## src/rtl/core/assert_macros.svh

```systemverilog
// Assertion macros for the RTL of the page fault resolver.
// Each macro expects i_clk and a synchronous active-low i_rst_n in scope.
`ifndef ASSERT_MACROS_SVH
`define ASSERT_MACROS_SVH

// Same-cycle implication: consequent must hold whenever the antecedent holds.
`define ASSERT_IMPL(label, ante, cons) \
    label: assert property (@(posedge i_clk) disable iff (!i_rst_n) (ante) |-> (cons)) \
        else $error("%m: check failed");

// Next-cycle implication: consequent must hold in the cycle after the antecedent.
`define ASSERT_NEXT(label, ante, cons) \
    label: assert property (@(posedge i_clk) disable iff (!i_rst_n) (ante) |=> (cons)) \
        else $error("%m: check failed");

`endif

```

## src/rtl/core/dpfr_ram.sv

```systemverilog
// Generic simple dual-port RAM: one write port, one read port, registered read data.
// No dependencies.
module dpfr_ram #(
    parameter int WIDTH = 8,
    parameter int DEPTH = 16,
    localparam int AW = $clog2(DEPTH)
) (
    input  logic             i_clk,
    input  logic             i_we,
    input  logic [AW-1:0]    i_waddr,
    input  logic [WIDTH-1:0] i_wdata,
    input  logic [AW-1:0]    i_raddr,
    output logic [WIDTH-1:0] o_rdata
);

    logic [WIDTH-1:0] r_mem [DEPTH];
    logic [WIDTH-1:0] r_rdata;

    always_ff @(posedge i_clk) begin
        if (i_we) begin
            r_mem[i_waddr] <= i_wdata;
        end
        r_rdata <= r_mem[i_raddr];
    end

    assign o_rdata = r_rdata;

endmodule

```

## config.mk

```make
export PLATFORM = sky130hd
export DESIGN_NAME = dpfr_ram
export DESIGN_NICKNAME = d
export VERILOG_FILES = /design/src/rtl/core/assert_macros.svh /design/src/rtl/core/dpfr_ram.sv
export SDC_FILE = /design/constraint.sdc
export NUM_CORES = 1
export LEC_CHECK = 0
export BUFFER_PORTS_ARGS = -buffer_cell sky130_fd_sc_hd__buf_2
export CORE_MARGIN = 2
export CORE_UTILIZATION = 55
export DETAILED_ROUTE_END_ITERATION = 12
export PLACE_DENSITY = 0.84
export SLEW_MARGIN = 10
export SYNTH_ARGS = -nofsm -noshare
export SYNTH_HDL_FRONTEND = slang
export SYNTH_SLANG_ARGS = --single-unit
```

## constraint.sdc

```tcl
create_clock -name i_clk -period 1.9 [get_ports i_clk]
set_input_delay 0.19 -clock i_clk [delete_from_list [all_inputs] [get_ports i_clk]]
set_output_delay 0.19 -clock i_clk [all_outputs]
set_load 0.03 [all_outputs]
```

# Yosys cells after proc, flatten, opt, wreduce, memory -nomap -nowiden
# Memory sizes are Yosys's and may differ from the RTL's. A register that Yosys moved wholly into a read port is not among the register bits.
# Cells that the tools add are included.
[totals]
in_bits = 18
ram_bits = 128
memories = 1
ff_bits = 0
[op_classes]
n_mux = 2
[mem_list]
columns = ["name", "words", "width", "rd", "rd_clocked_by_memory_dff", "write_ports", "line", "source"]
rows = [
  ["r_mem", 16, 8, 1, 1, 1, "dpfr_ram.sv:16", "logic [WIDTH-1:0] r_mem [DEPTH];"],
]
[ops]
columns = ["op", "n"]
rows = [
  ["$mux 1", 2],
]

# Logic depth before layout (Yosys ltp)
[depth]
depth_word = 2
mapped_depth = 5
mapped_depth_nobuf = 3

# Worst setup path after synthesis
# Ideal clock, no wire load.
[synth_timing]
kind = "input -> register"
start = "input port i_waddr[2]"
end = "memory r_mem[0][0] (enable)"
stages = 2
path_slack_ns = 0.217
arrival_ns = 1.300
cell_sequence = "or3b_2 -> nor3_1"
[synth_rtl]
columns = ["item", "line", "source"]
rows = [
  ["start: declaration", "dpfr_ram.sv:10", "input logic [AW-1:0] i_waddr,"],
  ["end: declaration", "dpfr_ram.sv:16", ""],
]
# No word-level cell before the write port.

==> impl_results.md <==
* Power share of the clock group at 0.489
* Final Setup Violations at 0
* Fmax at ~700 MHz
* CP max FO at 1
* Yosys reg bits at 136
* GRT overflow at 0
* Sw frac at 0.205
* Setup Skew at around 7.6 ps
* Initial antenna violation count at 0
* Most frequently used flop master after synthesis: edfxtp_1
* Sequential area share after synthesis at 0.778
* Max Transition Viols Final at 0
* Area grow syn2layout at 19.6%
* Count leader, synth: edfxtp_1
* Post-route ant nets at 0
* Synth warn at 0
* Iteration-0 DRC Markers at ~300
* Height of the die at 101 um
* Tcrit/Tclk final at 0.749
* Total internal power at 5.80 mW
* Sequential share of power at 0.463
* Slew headroom at 0.694
* Share of the synthesized area in the top cell type at 0.747
* WL per Instance at between 20 and 30 um
* Fraction of layout cells with a size suffix above 1 at 0.327
* CTS buffer count at 17
* Post-synth EDFFs at approximately 130
* Final Critical Period at between 1000 and 1500 ps
* Psw at 1.49 mW
* MaxCap Viol Count at 0
* ANT cells at 0
* Outcome: finished, final reports clean
* Chip Width at approximately 100 um
* Reg clk slew, reported paths at roughly 60 ps
* CTS tree: done
* # clock sinks at around 140
* Path type of the worst setup path: flip-flop to flip-flop
* IO Port Bufs at 25
* Placed cell count at between 300 and 400
* Dpl ws at between 200 and 250 ps
* Synth async-reset ratio at 0
* Clk_lat worst skew at about 520 ps
* CP required at approximately 2300 ps
* Die area at about 0.01 mm^2
* Rows at 35
* Top cell type by total area after synthesis: edfxtp_1
* Vias after detailed routing at ~2600
* Postcts setup bufs at 0
* Final worst slack at around 480 ps
* GRT Util Overall at 0.227
* Initial core utilization at 0.562
* RSZ-0062 raised after global routing: false
* Synth top area cells: edfxtp_1 (75%), mux4_2 (7.9%), mux4_1 (7.1%), dfxtp_1 (3.1%), a22oi_1 (2.3%)
* Synth cell count leaders: edfxtp_1 (128), mux4_2 (18), a22oi_1 (16)
* H-Tree Depth at 4
* Post-Route WL at 10.3 mm
* Synth cell types at 19
* Finished Layout Cells at between 400 and 500
* Drt first pass iters at 5
* Post-synthesis instance total at around 230
* Worst hold-check path type: input port to flip-flop
* PD cells at roughly 1200 mW/mm^2
* Drt via density at ~6.3
* CP endpoint kind: flip-flop
* Startpoint type of the worst setup path: flip-flop
* Largest net degree at the start of global routing at 33
* Half-perimeter wire length after placement at between 5 and 6 mm
* Boundary Pins at 26
* Net count after synthesis at ~250
* Maximum vdd drop at between 800 and 900 uV
* CTS Hold Bufs at 0
* GP Congestion at 0.775
* Gate power share at 0.048
* Fin. Hold Viols at 0
* Core region area at between 0.009 and 0.01 mm^2
* Root Driver: clkbuf_8
* First-pass GRT wire length at 15.6 mm
* Post-route setup TNS at 0 ps
* Post-CTS resize count at 0
* Worst Path Arrival at between 1500 and 2000 ps
* Leakage at roughly 2.1 nW
* Mapped Avg Cell Area at around 22 um^2
* Total power at ~7.3 mW
* Residual DRC count at 0
* Clock Path Buffers at 2
* Vias in the first global route at ~2600
* Nets at between 300 and 400
* Synth Cell Area at 0.00515 mm^2
* Least-Margin Pin Slew at approximately 460 ps
metrics by stage:
| step | utilization | hold WS (ps) | area (um^2) |
|---|---|---|---|
| 2_1_floorplan | - | 289 | 5150 |
| 3_3_place_gp | 0.602 | 569 | 5510 |
| 3_5_place_dp | 0.602 | 582 | 5510 |
| 4_1_cts | 0.672 | 29.2 | 6150 |
| 5_1_grt | 0.672 | 38.7 | 6150 |
| 6_report | 0.672 | 50.6 | 6150 |
cell families (layout without fill, tap and decap cells):
kind of cell           after synthesis  in the layout  synth area share
and+or+nand+nor                     35             35            0.0318
buffers and inverters               10             78            0.0168
AOI/OAI and AO/OA                   16             16            0.0233
DFF                                136            136             0.778
muxes                               32             32             0.150
layer usage:
metal | global-route usage | up-vias | share of wire
li1 | - | 1087 | -
met1 | 0.307 | 1298 | 0.40
met2 | 0.339 | 157 | 0.49
met3 | 0.0791 | 22 | 0.090
met4 | 0.0969 | 0 | 0.025
met5 | 0 | - | 0
cells in the final DEF (no fill, tap or decap), types with 3 or more instances in the layout:
master,count
a22oi_1,16
buf_2,25
buf_4,19
bufinv_16,5
clkbuf_16,16
dfxtp_1,8
edfxtp_1,128
inv_6,3
mux4_1,14
mux4_2,18
nand2_1,9
nor2_1,13
nor3_1,4
cell type report:
cell class / instances / area, um^2
clock inverter: 14 / 219
sequential: 136 / 4000
clock buffer: 18 / 428
fill: 533 / 3000
tap: 111 / 139
timing repair buffer: 46 / 308
multi-input combinational: 83 / 1060
power groups by stage:
stage	registers [mW]	clock network, mW	logic (mW)
CTS	3.38	3.60	0.353
detailed placement	3.44	0	0.347
floorplan	3.47	0	0.170
finish	3.38	3.57	0.350
global route	3.38	3.73	0.374
global placement	3.43	0	0.334
sequential cells by signal, summed over array words and instances, names as in the netlist:
signal,cells
r_mem,128
o_rdata,8
worst max-delay path: stages (launching register included):
cell and delay (ps):
edfxtp_1 390, mux4_2 470, a22oi_1 320, nand2_1 110
worst paths after layout:
check | cells past startpoint | start | to | slack, ps
setup / recovery | 3 | r_mem[0][7] | o_rdata[7] | 480
hold / removal | 1 | i_wdata[7] | r_mem[4][7] | 50
setup reg to reg | 3 | r_mem[0][7] | o_rdata[7] | 480
hold reg to reg | 3 | r_mem[8][3] | o_rdata[3] | 680
(Power assumes the default switching activity.)
