**src/rtl/core/assert_macros.svh**
```systemverilog
// Assertion macros for the RTL of the page fault resolver.
// Each macro expects i_clk and a synchronous active-low i_rst_n in scope.
`ifndef ASSERT_MACROS_SVH
`define ASSERT_MACROS_SVH

// Same-cycle implication: consequent must hold whenever the antecedent holds.
`define ASSERT_IMPL(label, ante, cons) \
    label: assert property (@(posedge i_clk) disable iff (!i_rst_n) (ante) |-> (cons)) \
        else $error("%m: check failed");

// Next-cycle implication: consequent must hold in the cycle after the antecedent.
`define ASSERT_NEXT(label, ante, cons) \
    label: assert property (@(posedge i_clk) disable iff (!i_rst_n) (ante) |=> (cons)) \
        else $error("%m: check failed");

`endif

```
**src/rtl/core/dpfr_pkg.sv**
```systemverilog
// Package for the demand page fault resolver: sizes, codes, item and result types.
// Used by dpfr_ctrl and demand_page_fault_resolver; no dependencies.
package dpfr_pkg;

    localparam int MAX_SEGMENTS          = 8;
    localparam int MAX_PAGES_PER_SEGMENT = 1024;

    // segment table addressing and search counter
    localparam int SEG_AW = (MAX_SEGMENTS > 1) ? $clog2(MAX_SEGMENTS) : 1;
    localparam int SEG_CW = $clog2(MAX_SEGMENTS + 1);

    // page bitmap: rows of ROW_BITS page bits, each segment owns whole rows
    localparam int PG_W      = $clog2(MAX_PAGES_PER_SEGMENT);
    localparam int ROW_BITS  = 8;
    localparam int ROW_BW    = $clog2(ROW_BITS);
    localparam int ROWSEG_W  = PG_W - ROW_BW;
    localparam int ROW_AW    = SEG_AW + ROWSEG_W;
    localparam int ROW_DEPTH = 1 << ROW_AW;

    // field widths fixed by the interface
    localparam int ADDR_W = 32;
    localparam int PERM_W = 3;
    localparam int SLOT_W = 3;
    localparam int ZL_W   = 17;
    localparam int PS_W   = 5;
    localparam int SC_W   = 4;
    localparam int CFG_IW = 1;
    localparam int CFG_DW = 5;

    localparam logic [CFG_IW-1:0] REG_PAGE_SHIFT    = 1'b0;
    localparam logic [CFG_IW-1:0] REG_SEGMENT_COUNT = 1'b1;

    localparam logic [PS_W-1:0] PS_RESET  = 5'd12;
    localparam logic [PS_W-1:0] SHIFT_MIN = 5'd9;
    localparam logic [PS_W-1:0] SHIFT_MAX = 5'd16;

    localparam logic OP_LOAD    = 1'b0;
    localparam logic OP_RESOLVE = 1'b1;

    typedef enum logic [2:0] {
        ACT_LOADED   = 3'd0,
        ACT_UNKNOWN  = 3'd1,
        ACT_MAPPED   = 3'd2,
        ACT_MAP      = 3'd3,
        ACT_CAPACITY = 3'd4
    } t_action;

    typedef enum logic [3:0] {
        ST_INIT,
        ST_IDLE,
        ST_CLEAR,
        ST_SEG_RD,
        ST_SEG_CHK,
        ST_PAGE,
        ST_BIT,
        ST_ZERO,
        ST_EMIT
    } t_state;

    typedef struct packed {
        logic [ADDR_W-1:0] base;
        logic [ADDR_W-1:0] mem_len;
        logic [ADDR_W-1:0] file_len;
        logic [ADDR_W-1:0] file_offset;
        logic [PERM_W-1:0] perm;
    } t_seg;

    typedef struct packed {
        logic              operation;
        logic [SLOT_W-1:0] segment_slot;
        t_seg              seg;
        logic [ADDR_W-1:0] fault_address;
    } t_item;

    typedef struct packed {
        t_action           action;
        logic [ADDR_W-1:0] map_address;
        logic [ADDR_W-1:0] file_offset;
        logic [PERM_W-1:0] map_perm;
        logic [ADDR_W-1:0] zero_start;
        logic [ZL_W-1:0]   zero_length;
    } t_result;

    typedef struct packed {
        logic [PS_W-1:0] page_shift;
        logic [SC_W-1:0] segment_count;
    } t_cfg;

    function automatic t_result result_of(input t_action act);
        t_result res;
        res        = '0;
        res.action = act;
        return res;
    endfunction

endpackage

```
**src/rtl/core/dpfr_ctrl.sv**
```systemverilog
// Sequencer of the page fault resolver: segment search, page bitmap read-modify-write,
// zero-fill range. Depends on dpfr_pkg and assert_macros.svh; drives two dpfr_ram instances.
`include "assert_macros.svh"

module dpfr_ctrl (
    input  logic                            i_clk,
    input  logic                            i_rst_n,
    input  dpfr_pkg::t_cfg                  i_cfg,
    input  logic                            i_in_valid,
    output logic                            o_in_stall,
    input  dpfr_pkg::t_item                 i_item,
    output logic                            o_seg_we,
    output logic [dpfr_pkg::SEG_AW-1:0]     o_seg_waddr,
    output dpfr_pkg::t_seg                  o_seg_wdata,
    output logic [dpfr_pkg::SEG_AW-1:0]     o_seg_raddr,
    input  dpfr_pkg::t_seg                  i_seg_rdata,
    output logic                            o_bm_we,
    output logic [dpfr_pkg::ROW_AW-1:0]     o_bm_waddr,
    output logic [dpfr_pkg::ROW_BITS-1:0]   o_bm_wdata,
    output logic [dpfr_pkg::ROW_AW-1:0]     o_bm_raddr,
    input  logic [dpfr_pkg::ROW_BITS-1:0]   i_bm_rdata,
    output logic                            o_res_valid,
    output dpfr_pkg::t_result               o_res,
    input  logic                            i_res_take
);
    import dpfr_pkg::*;

    t_state              r_state;
    t_state              n_state;
    logic [ROW_AW-1:0]   r_row;
    logic [SEG_CW-1:0]   r_idx;
    logic [ADDR_W-1:0]   r_addr;
    t_seg                r_seg;
    logic [ADDR_W-1:0]   r_off;
    logic [SEG_AW-1:0]   r_hit;
    logic [PG_W-1:0]     r_pidx;
    logic [ADDR_W-1:0]   r_fp;
    logic [ADDR_W-1:0]   r_zs;
    logic [ADDR_W-1:0]   r_ze;
    t_result             r_res;

    logic                w_accept;
    logic                w_slot_ok;
    logic [SEG_CW-1:0]   w_cnt;
    logic [SEG_CW-1:0]   w_idx_nx;
    logic [PS_W-1:0]     w_sh;
    logic [ADDR_W:0]     w_diff;
    logic                w_contain;
    logic [ADDR_W-1:0]   w_pidx_full;
    logic                w_over;
    logic [PG_W-1:0]     w_pidx;
    logic [ADDR_W:0]     w_psz;
    logic [ADDR_W-1:0]   w_fp;
    logic [ROW_AW-1:0]   w_page_row;
    logic [ROW_AW-1:0]   w_hit_row;
    logic                w_bit;
    logic [ADDR_W:0]     w_pend;
    logic [ADDR_W-1:0]   w_zs;
    logic [ADDR_W-1:0]   w_ze;
    t_result             w_map_res;
    logic                w_res_is_map;
    logic                w_res_tail_zero;

    assign w_accept  = i_in_valid && (r_state == ST_IDLE);
    assign w_slot_ok = 32'(i_item.segment_slot) < MAX_SEGMENTS;
    assign w_cnt     = (32'(i_cfg.segment_count) > MAX_SEGMENTS) ? SEG_CW'(MAX_SEGMENTS)
                                                                  : SEG_CW'(i_cfg.segment_count);
    assign w_idx_nx  = r_idx + SEG_CW'(1);

    always_comb begin
        if (i_cfg.page_shift < SHIFT_MIN) begin
            w_sh = SHIFT_MIN;
        end else if (i_cfg.page_shift > SHIFT_MAX) begin
            w_sh = SHIFT_MAX;
        end else begin
            w_sh = i_cfg.page_shift;
        end
    end

    // containment against the exact 33-bit segment end
    assign w_diff    = {1'b0, r_addr} - {1'b0, i_seg_rdata.base};
    assign w_contain = !w_diff[ADDR_W] && (w_diff[ADDR_W-1:0] < i_seg_rdata.mem_len);

    assign w_psz       = (ADDR_W+1)'(1) << w_sh;
    assign w_pidx_full = r_off >> w_sh;
    assign w_over      = w_pidx_full >= 32'(MAX_PAGES_PER_SEGMENT);
    assign w_pidx      = w_pidx_full[PG_W-1:0];
    assign w_fp        = r_off & ~(w_psz[ADDR_W-1:0] - 32'd1);
    assign w_page_row  = {r_hit, w_pidx[PG_W-1:ROW_BW]};
    assign w_hit_row   = {r_hit, r_pidx[PG_W-1:ROW_BW]};

    assign w_bit  = i_bm_rdata[r_pidx[ROW_BW-1:0]];
    assign w_pend = {1'b0, r_fp} + w_psz;
    assign w_ze   = (w_pend < {1'b0, r_seg.mem_len}) ? w_pend[ADDR_W-1:0] : r_seg.mem_len;
    assign w_zs   = (r_fp > r_seg.file_len) ? r_fp : r_seg.file_len;

    always_comb begin
        w_map_res             = result_of(ACT_MAP);
        w_map_res.map_address = r_seg.base + r_fp;
        w_map_res.file_offset = r_seg.file_offset + r_fp;
        w_map_res.map_perm    = r_seg.perm;
    end

    // next state
    always_comb begin
        n_state = r_state;
        unique case (r_state)
            ST_INIT: begin
                if (&r_row) begin
                    n_state = ST_IDLE;
                end
            end
            ST_IDLE: begin
                if (w_accept) begin
                    if (i_item.operation == OP_LOAD) begin
                        n_state = w_slot_ok ? ST_CLEAR : ST_EMIT;
                    end else begin
                        n_state = (w_cnt == '0) ? ST_EMIT : ST_SEG_RD;
                    end
                end
            end
            ST_CLEAR: begin
                if (&r_row[ROWSEG_W-1:0]) begin
                    n_state = ST_EMIT;
                end
            end
            ST_SEG_RD: begin
                n_state = ST_SEG_CHK;
            end
            ST_SEG_CHK: begin
                if (w_contain) begin
                    n_state = ST_PAGE;
                end else if (w_idx_nx >= w_cnt) begin
                    n_state = ST_EMIT;
                end else begin
                    n_state = ST_SEG_RD;
                end
            end
            ST_PAGE: begin
                n_state = w_over ? ST_EMIT : ST_BIT;
            end
            ST_BIT: begin
                n_state = w_bit ? ST_EMIT : ST_ZERO;
            end
            ST_ZERO: begin
                n_state = ST_EMIT;
            end
            ST_EMIT: begin
                if (i_res_take) begin
                    n_state = ST_IDLE;
                end
            end
            default: begin
                n_state = ST_INIT;
            end
        endcase
    end

    // outputs
    always_comb begin
        o_in_stall  = (r_state != ST_IDLE);
        o_seg_we    = w_accept && (i_item.operation == OP_LOAD) && w_slot_ok;
        o_seg_waddr = SEG_AW'(i_item.segment_slot);
        o_seg_wdata = i_item.seg;
        o_seg_raddr = r_idx[SEG_AW-1:0];
        o_bm_raddr  = w_page_row;
        o_bm_we     = 1'b0;
        o_bm_waddr  = r_row;
        o_bm_wdata  = '0;
        unique case (r_state)
            ST_INIT, ST_CLEAR: begin
                o_bm_we = 1'b1;
            end
            ST_BIT: begin
                // set the page bit, keep its neighbors in the row
                o_bm_we    = !w_bit;
                o_bm_waddr = w_hit_row;
                o_bm_wdata = i_bm_rdata | (ROW_BITS'(1) << r_pidx[ROW_BW-1:0]);
            end
            default: begin
                o_bm_we = 1'b0;
            end
        endcase
        o_res_valid = (r_state == ST_EMIT);
        o_res       = r_res;
    end

    always_ff @(posedge i_clk) begin
        if (!i_rst_n) begin
            r_state <= ST_INIT;
            r_row   <= '0;
            r_idx   <= '0;
        end else begin
            r_state <= n_state;
            case (r_state) inside
                ST_INIT, ST_CLEAR: begin
                    r_row <= r_row + ROW_AW'(1);
                end
                ST_IDLE: begin
                    if (w_accept) begin
                        r_row <= {SEG_AW'(i_item.segment_slot), ROWSEG_W'(0)};
                        r_idx <= '0;
                    end
                end
                ST_SEG_CHK: begin
                    r_idx <= w_idx_nx;
                end
                default: begin
                    r_idx <= r_idx;
                end
            endcase
        end
    end

    always_ff @(posedge i_clk) begin
        case (r_state)
            ST_IDLE: begin
                if (w_accept) begin
                    r_addr <= i_item.fault_address;
                    // preset the answer a failed search or a load gives
                    r_res  <= (i_item.operation == OP_LOAD) ? result_of(ACT_LOADED)
                                                             : result_of(ACT_UNKNOWN);
                end
            end
            ST_SEG_CHK: begin
                r_seg <= i_seg_rdata;
                r_off <= w_diff[ADDR_W-1:0];
                r_hit <= r_idx[SEG_AW-1:0];
            end
            ST_PAGE: begin
                r_pidx <= w_pidx;
                r_fp   <= w_fp;
                if (w_over) begin
                    r_res <= result_of(ACT_CAPACITY);
                end
            end
            ST_BIT: begin
                r_zs  <= w_zs;
                r_ze  <= w_ze;
                r_res <= w_bit ? result_of(ACT_MAPPED) : w_map_res;
            end
            ST_ZERO: begin
                if (r_ze > r_zs) begin
                    r_res.zero_start  <= r_seg.base + r_zs;
                    r_res.zero_length <= ZL_W'(r_ze - r_zs);
                end
            end
            default: begin
                r_res <= r_res;
            end
        endcase
    end

    // result fields that only a map order may carry
    assign w_res_is_map    = (o_res.action == ACT_MAP);
    assign w_res_tail_zero = (o_res.map_address == '0) && (o_res.file_offset == '0) &&
                             (o_res.map_perm == '0) && (o_res.zero_start == '0) &&
                             (o_res.zero_length == '0);

    `ASSERT_NEXT(a_accept_leaves_idle, w_accept, r_state != ST_IDLE)
    `ASSERT_IMPL(a_rmw_same_row, (r_state == ST_BIT) && o_bm_we, o_bm_waddr == $past(o_bm_raddr))
    `ASSERT_IMPL(a_hit_in_range, r_state == ST_PAGE, 32'(r_hit) < 32'(w_cnt))
    `ASSERT_IMPL(a_zero_fits_page, o_res_valid && w_res_is_map, 33'(o_res.zero_length) <= w_psz)
    `ASSERT_IMPL(a_plain_answer_zero, o_res_valid && !w_res_is_map, w_res_tail_zero)

endmodule
```
**config.mk**
```make
export PLATFORM = sky130hd
export DESIGN_NAME = dpfr_ctrl
export DESIGN_NICKNAME = d
export VERILOG_FILES = /design/src/rtl/core/dpfr_pkg.sv /design/src/rtl/core/dpfr_ctrl.sv
export VERILOG_INCLUDE_DIRS = /design/src /design/src/rtl/core
export SDC_FILE = /design/constraint.sdc
export NUM_CORES = 1
export LEC_CHECK = 0
export BUFFER_PORTS_ARGS = -buffer_cell sky130_fd_sc_hd__clkbuf_2
export CAP_MARGIN = 20
export CELL_PAD_IN_SITES_DETAIL_PLACEMENT = 1
export CELL_PAD_IN_SITES_GLOBAL_PLACEMENT = 2
export CORE_ASPECT_RATIO = 1.75
export CORE_MARGIN = 4
export CORE_UTILIZATION = 38
export CTS_CLUSTER_DIAMETER = 40
export CTS_CLUSTER_SIZE = 28
export DETAILED_ROUTE_END_ITERATION = 16
export PLACE_DENSITY_LB_ADDON = 0.1
export SLEW_MARGIN = 20
export SYNTH_ARGS = -nofsm -noshare
export SYNTH_HDL_FRONTEND = slang
export SYNTH_SLANG_ARGS = --single-unit
```
**constraint.sdc**
```tcl
create_clock -name i_clk -period 12 [get_ports i_clk]
set_input_delay 2.4 -clock i_clk [delete_from_list [all_inputs] [get_ports i_clk]]
set_output_delay 2.4 -clock i_clk [all_outputs]
set_load 0.005 [all_outputs]
```
# After elaboration in Yosys (flattened, before gate mapping)

Index checks and enable logic that the tools add are counted.

Register bits: 441
Bits in latches: 0
RAM bits: 0
ROM bits: 0
Input port bits: 319
Output and inout bits: 288
Logic and storage cells: 118
Memories kept: 0

$add $sub $neg: 9
Multiply operators: 0
Div/mod/pow operators: 0
Order comparisons: 10
Eq/ne operators: 15
Shift-type cells: 3
Multiplexer cells: 34
Bitwise operators: 5
Reductions and logical operators: 21

Operators with widths:

| kind                  | count |
|---|---|
| $mux 119              | 2 |
| $mux 117              | 2 |
| $pmux 70 s3           | 1 |
| $pmux 49 s4           | 1 |
| $add 32x32->32        | 3 |
| $gt 32x32->1          | 2 |
| $mux 32               | 2 |
| $mux 4                | 14 |
| $mux 49               | 1 |
| $mux 10               | 4 |
| $pmux 4 s9            | 1 |
| $add 32x33->33        | 1 |
| $lt 33x32->1          | 1 |
| $shl 1x5->33 const A  | 1 |
| $sub 32x32->33        | 1 |
| $and 32x32->32        | 1 |
| $ge 32x11->1 const B  | 1 |
| $lt 32x32->1          | 1 |
| $not 32->32           | 1 |
| $shr 32x5->32         | 1 |
| $sub 32x1->32 const B | 1 |
| $sub 17x17->17        | 1 |
| $eq 4x3->1 const B    | 4 |
| $add 10x1->10 const B | 1 |
| other kinds (32)      | 48 |

# Depth between registers and ports, before layout

Depth in word-level cells: 7
Depth in mapped cells: 25

# Worst setup path before layout

OpenSTA, ideal clock, no wires.

Path type: input port to flip-flop
From: in i_cfg[7] in the netlist's numbering
To: reg r_ze[10] (data pin)
Setup time: 0.260 ns
Data arrival time: 7.446 ns
Required time: 11.740 ns
Slack: 4.294 ns
Stages on the path: 24
Cell sequence: clkbuf_1 > nand3b_1 > buf_1 > clkbuf_1 > clkbuf_1 > nor3_1 > ha_1 > a211oi_1 > o21ai_0 > a41oi_1 > o21ai_2 > a2111oi_4 > nor3b_2 > o41ai_4 > xnor2_1 > ha_1 > a211o_1 > a211o_1 > a21oi_1 > o21ai_0 > nand2_1 > o211ai_2 > buf_6 > mux2_4

Longest elaborated chain between the ends: 7

Ends and longest elaborated chain:

| element              | RTL line         | RTL |
|---|---|---|
| from (decl)          | dpfr_ctrl.sv:8   | `input dpfr_pkg::t_cfg i_cfg,` |
| $gt 5x5->1           | dpfr_ctrl.sv:73  | `end else if (i_cfg.page_shift > SHIFT_MAX) begin` |
| $mux 5               | dpfr_ctrl.sv:73  |  |
| $mux 5 (*)           | dpfr_ctrl.sv:71  | `if (i_cfg.page_shift < SHIFT_MIN) begin` |
| $shl 1x5->33 (*)     | dpfr_ctrl.sv:84  | `assign w_psz = (ADDR_W+1)'(1) << w_sh;` |
| $add 32x33->33 (*)   | dpfr_ctrl.sv:93  | `assign w_pend = {1'b0, r_fp} + w_psz;` |
| $lt 33x32->1         | dpfr_ctrl.sv:94  | `assign w_ze = (w_pend < {1'b0, r_seg.mem_len}) ? w_pend[ADDR_W-1:0] : r_seg.mem_len;` |
| $mux 32 (*)          | dpfr_ctrl.sv:94  |  |
| via w_ze[10]         | dpfr_ctrl.sv:59  | `logic [ADDR_W-1:0] w_ze;` |
| to (signal assigned) | dpfr_ctrl.sv:239 | `r_ze <= w_ze;` |
| to (decl)            | dpfr_ctrl.sv:39  | `logic [ADDR_W-1:0] r_ze;` |

The timed path passes the listed nets; every way through them passes the cells marked *.
A chain may end at the register's enable or synchronous reset.

# Final worst setup path

From: in i_cfg[8] in the netlist's numbering
To: reg r_ze[6] (data pin)

The elaborated chain is that of the path after synthesis.

==> flow_metrics.env <==
export IMPL_die_x_um=216
export IMPL_start_util_pct=38.4
export IMPL_finalSetupViolCount=0
export IMPL_finalHoldViolations=0
export IMPL_hpwl_mm=84.4
export IMPL_clkLatencyLatePin_ps=650
export IMPL_arrival_ps=8700
export IMPL_period_share_pct=69.2
export IMPL_avgSynthCellArea_um2=10.5
export IMPL_synth_edf_count=419
export IMPL_num_vias=22186
export IMPL_placed_area_um2=30900
export IMPL_post_cts_resize_count=0
export IMPL_worst_setup_path_end_kind="register"
export IMPL_place_gp_congestion=0.888
export IMPL_ant_nets=0
export IMPL_max_stage_delay_ps=790
export IMPL_worst_path_most_repeated_cell="a211o_1"
export IMPL_core_area_um2=75200
export IMPL_track_usage_pct=24.7
export IMPL_drcViolationCount=0
export IMPL_final_setup_tns_ps=0
export IMPL_syn_area_um2=28900
export IMPL_slew_headroom_pct=28.5
export IMPL_core_rowCount=133
export IMPL_ys_top_cells_by_area="edfxtp_1, ha_1, buf_4"
export IMPL_crit_family="compound AO/OA/AOI/OAI gates"
export IMPL_syn_to_final_growth_pct=14.1
export IMPL_synthTopCellsByCount="edfxtp_1, ha_1, inv_1"
export IMPL_nets=3624
export IMPL_cts_sinks=437
export IMPL_clk_pin_slew_worst_paths_ps=60
export IMPL_synth_distinct_cells=86
export IMPL_fin_area_um2=32900
export IMPL_htreeDepth=2
export IMPL_cp_data_required_time_ps=12400
export IMPL_postCtsSetupBuffers=0
export IMPL_worstMarginPinSlew_ps=1060
export IMPL_cp_slowest_cell="o311ai_1"
export IMPL_holdBufCountCts=0
export IMPL_hold_path_class="reg2reg"
export IMPL_synth_flop_cell="edfxtp_1"
export IMPL_leakage_nw=14.0
export IMPL_start_kind="primary input"
export IMPL_yosys_warnings=0
export IMPL_yosys_register_bits=437
export IMPL_clock_tree_buffer_depth=3
export IMPL_finalMaxSlewViolations=0
export IMPL_top_layer="met5"
export IMPL_async_flop_share_pct=0
export IMPL_syn_instance_count=2759
export IMPL_cts_tree="yes"
export IMPL_maxCapViolations=0
export IMPL_drive_above_1_share_pct=18.5
export IMPL_wl_met2_mm=55.0
export IMPL_dr_first_iter_drc_count=973
export IMPL_rsz0062_at_grt="no"
export IMPL_ys_seq_area_share_pct=44.8
export IMPL_wire_per_inst_um=25.2
export IMPL_finalWirelength_mm=103
export IMPL_crit_buf_inv=3
export IMPL_ir_worst_vdd_uv=111
export IMPL_dr_wl_met3_mm=5.91
export IMPL_dieArea_um2=80600
export IMPL_ios=607
export IMPL_stdcell_count=4073
export IMPL_fmax_ghz=0.120
export IMPL_dp_cells=3958
export IMPL_die_h_um=373
export IMPL_p_per_area_nw_per_um2=115
export IMPL_root_buffer="clkbuf_16"
export IMPL_grt_pass1_wl_mm=151
export IMPL_grt_pass1_vias=24437
export IMPL_port_buffers=344
export IMPL_status="complete, no violations"
export IMPL_grt_max_degree=77
export IMPL_worst_slack_ps=3700
export IMPL_place_ws_ps=3080
export IMPL_antenna_found_initial=3
export IMPL_synth_area_leader_cell="edfxtp_1"
export IMPL_met1_length_mm=38.3
export IMPL_cts_inserted_buffers=61
export IMPL_netlist_area_leader_share_pct=43.6
export IMPL_path_cells="clkbuf_2 > clkinv_1 > and3_1 > nor3_1 > ha_1 > a211o_1 > a21oi_1 > o21ai_1 > a31oi_1 > o311ai_1 > nand2_1 > xnor2_1 > ha_1 > a21o_1 > a211o_1 > a211o_1 > a21oi_1 > o21ai_0 > nand2_1 > o211ai_4 > buf_4 > mux2_4"
export IMPL_drt_pass1_iterations=5
export IMPL_clock_skew_ps=23.6
export IMPL_grt_ovfl_total=0
export IMPL_critPathMaxFanout=26
export IMPL_synth_most_common_cell="edfxtp_1"
export IMPL_totalPowerFinal_mw=3.78
export IMPL_fin_crit_ps=8300
export IMPL_critPathKind="in2reg"
export IMPL_avgViaCountPerCell=5.45
report_power, final:
part	leakage (nW)	internal [mW]	switching, mW
sequential	3.68	1.66	0.000929
clock	1.00	1.04	0.787
combinational	9.30	0.120	0.161
registers in the layout, summed over array words and instances, names as in the netlist, 10 cells and up:
signal  cells
r_off      28
r_fp       32
r_zs       32
r_ze       32
r_addr     32
r_pidx     10
r_seg     131
o_res     119
r_row      10
placed cells by master (no fill, tap or decap), types with 8 or more instances in the layout:
| cell | n |
|---|---|
| a211oi_1 | 24 |
| a21boi_0 | 11 |
| a21o_1 | 116 |
| a21oi_1 | 188 |
| a22oi_1 | 8 |
| a31oi_1 | 35 |
| and2_1 | 16 |
| and3_1 | 33 |
| buf_4 | 24 |
| clkbuf_16 | 62 |
| clkbuf_2 | 344 |
| conb_1 | 31 |
| dfxtp_1 | 18 |
| edfxtp_1 | 419 |
| ha_1 | 290 |
| inv_1 | 229 |
| inv_6 | 14 |
| mux2_2 | 35 |
| mux2_4 | 29 |
| mux2i_1 | 23 |
| nand2_1 | 174 |
| nand2b_1 | 32 |
| nand3_1 | 63 |
| nand4_1 | 33 |
| nor2_1 | 184 |
| nor2b_1 | 38 |
| nor3_1 | 67 |
| nor3b_1 | 13 |
| o211ai_1 | 10 |
| o21a_1 | 28 |
| o21ai_0 | 124 |
| o21bai_1 | 14 |
| o221ai_1 | 8 |
| o31ai_1 | 9 |
| or3_1 | 14 |
| xnor2_1 | 83 |
| xor2_1 | 40 |
tightest hold or removal path, cell delays in order (launching register included):
cell,delay (ps)
dfxtp_1,320
inv_1,90
a31oi_1,80
logic make-up (layout without fill, tap and decap cells):
| family | count (synthesis) | count (layout) | share of synthesized area (%) |
|---|---|---|---|
| AND/OR/NAND/NOR | 702 | 702 | 11.7 |
| AO/OA/AOI/OAI | 665 | 665 | 15.0 |
| buffers and inverters | 443 | 714 | 7.71 |
| flip-flops | 437 | 437 | 44.8 |
| adder cells (fa/ha/maj) | 296 | 296 | 13.0 |
| XOR/XNOR | 123 | 123 | 3.73 |
| multiplexers | 91 | 91 | 3.94 |
| other | 2 | 33 | 0.0260 |
through the flow:
step	util (%)	hold WS (ps)
CTS	43.8	531
global route	43.8	558
finish	43.8	537
floorplan	-	469
detailed placement	41.0	517
global placement	41.0	514
metal layers:
layer	GRT usage [%]	up-vias
li1	-	10462
met1	26.5	10901
met2	47.5	657
met3	5.61	162
met4	7.48	4
met5	0.485	-
cell type report:
type | count | area (µm²)
Timing Repair Buffer | 368 | 1900
Inverter | 233 | 881
Multi-Input combinational cell | 1908 | 13900
Tap cell | 1012 | 1270
Fill cell | 8440 | 42300
Antenna cell | 2 | 5.00
Clock buffer | 67 | 1570
Sequential cell | 437 | 12900
Clock inverter | 46 | 499
path summary, 6_finish.rpt:
path	startpoint	endpoint	slack [ps]	depth (start not counted)
worst min-delay path	r_row[8]	r_row[8]	540	2
worst max-delay path	i_cfg[8]	r_ze[6]	3700	22
worst max register to register	r_fp[10]	r_ze[6]	6460	18
worst min register to register	r_row[8]	r_row[8]	540	2
No activity file was read; power rests on OpenSTA's default activity.
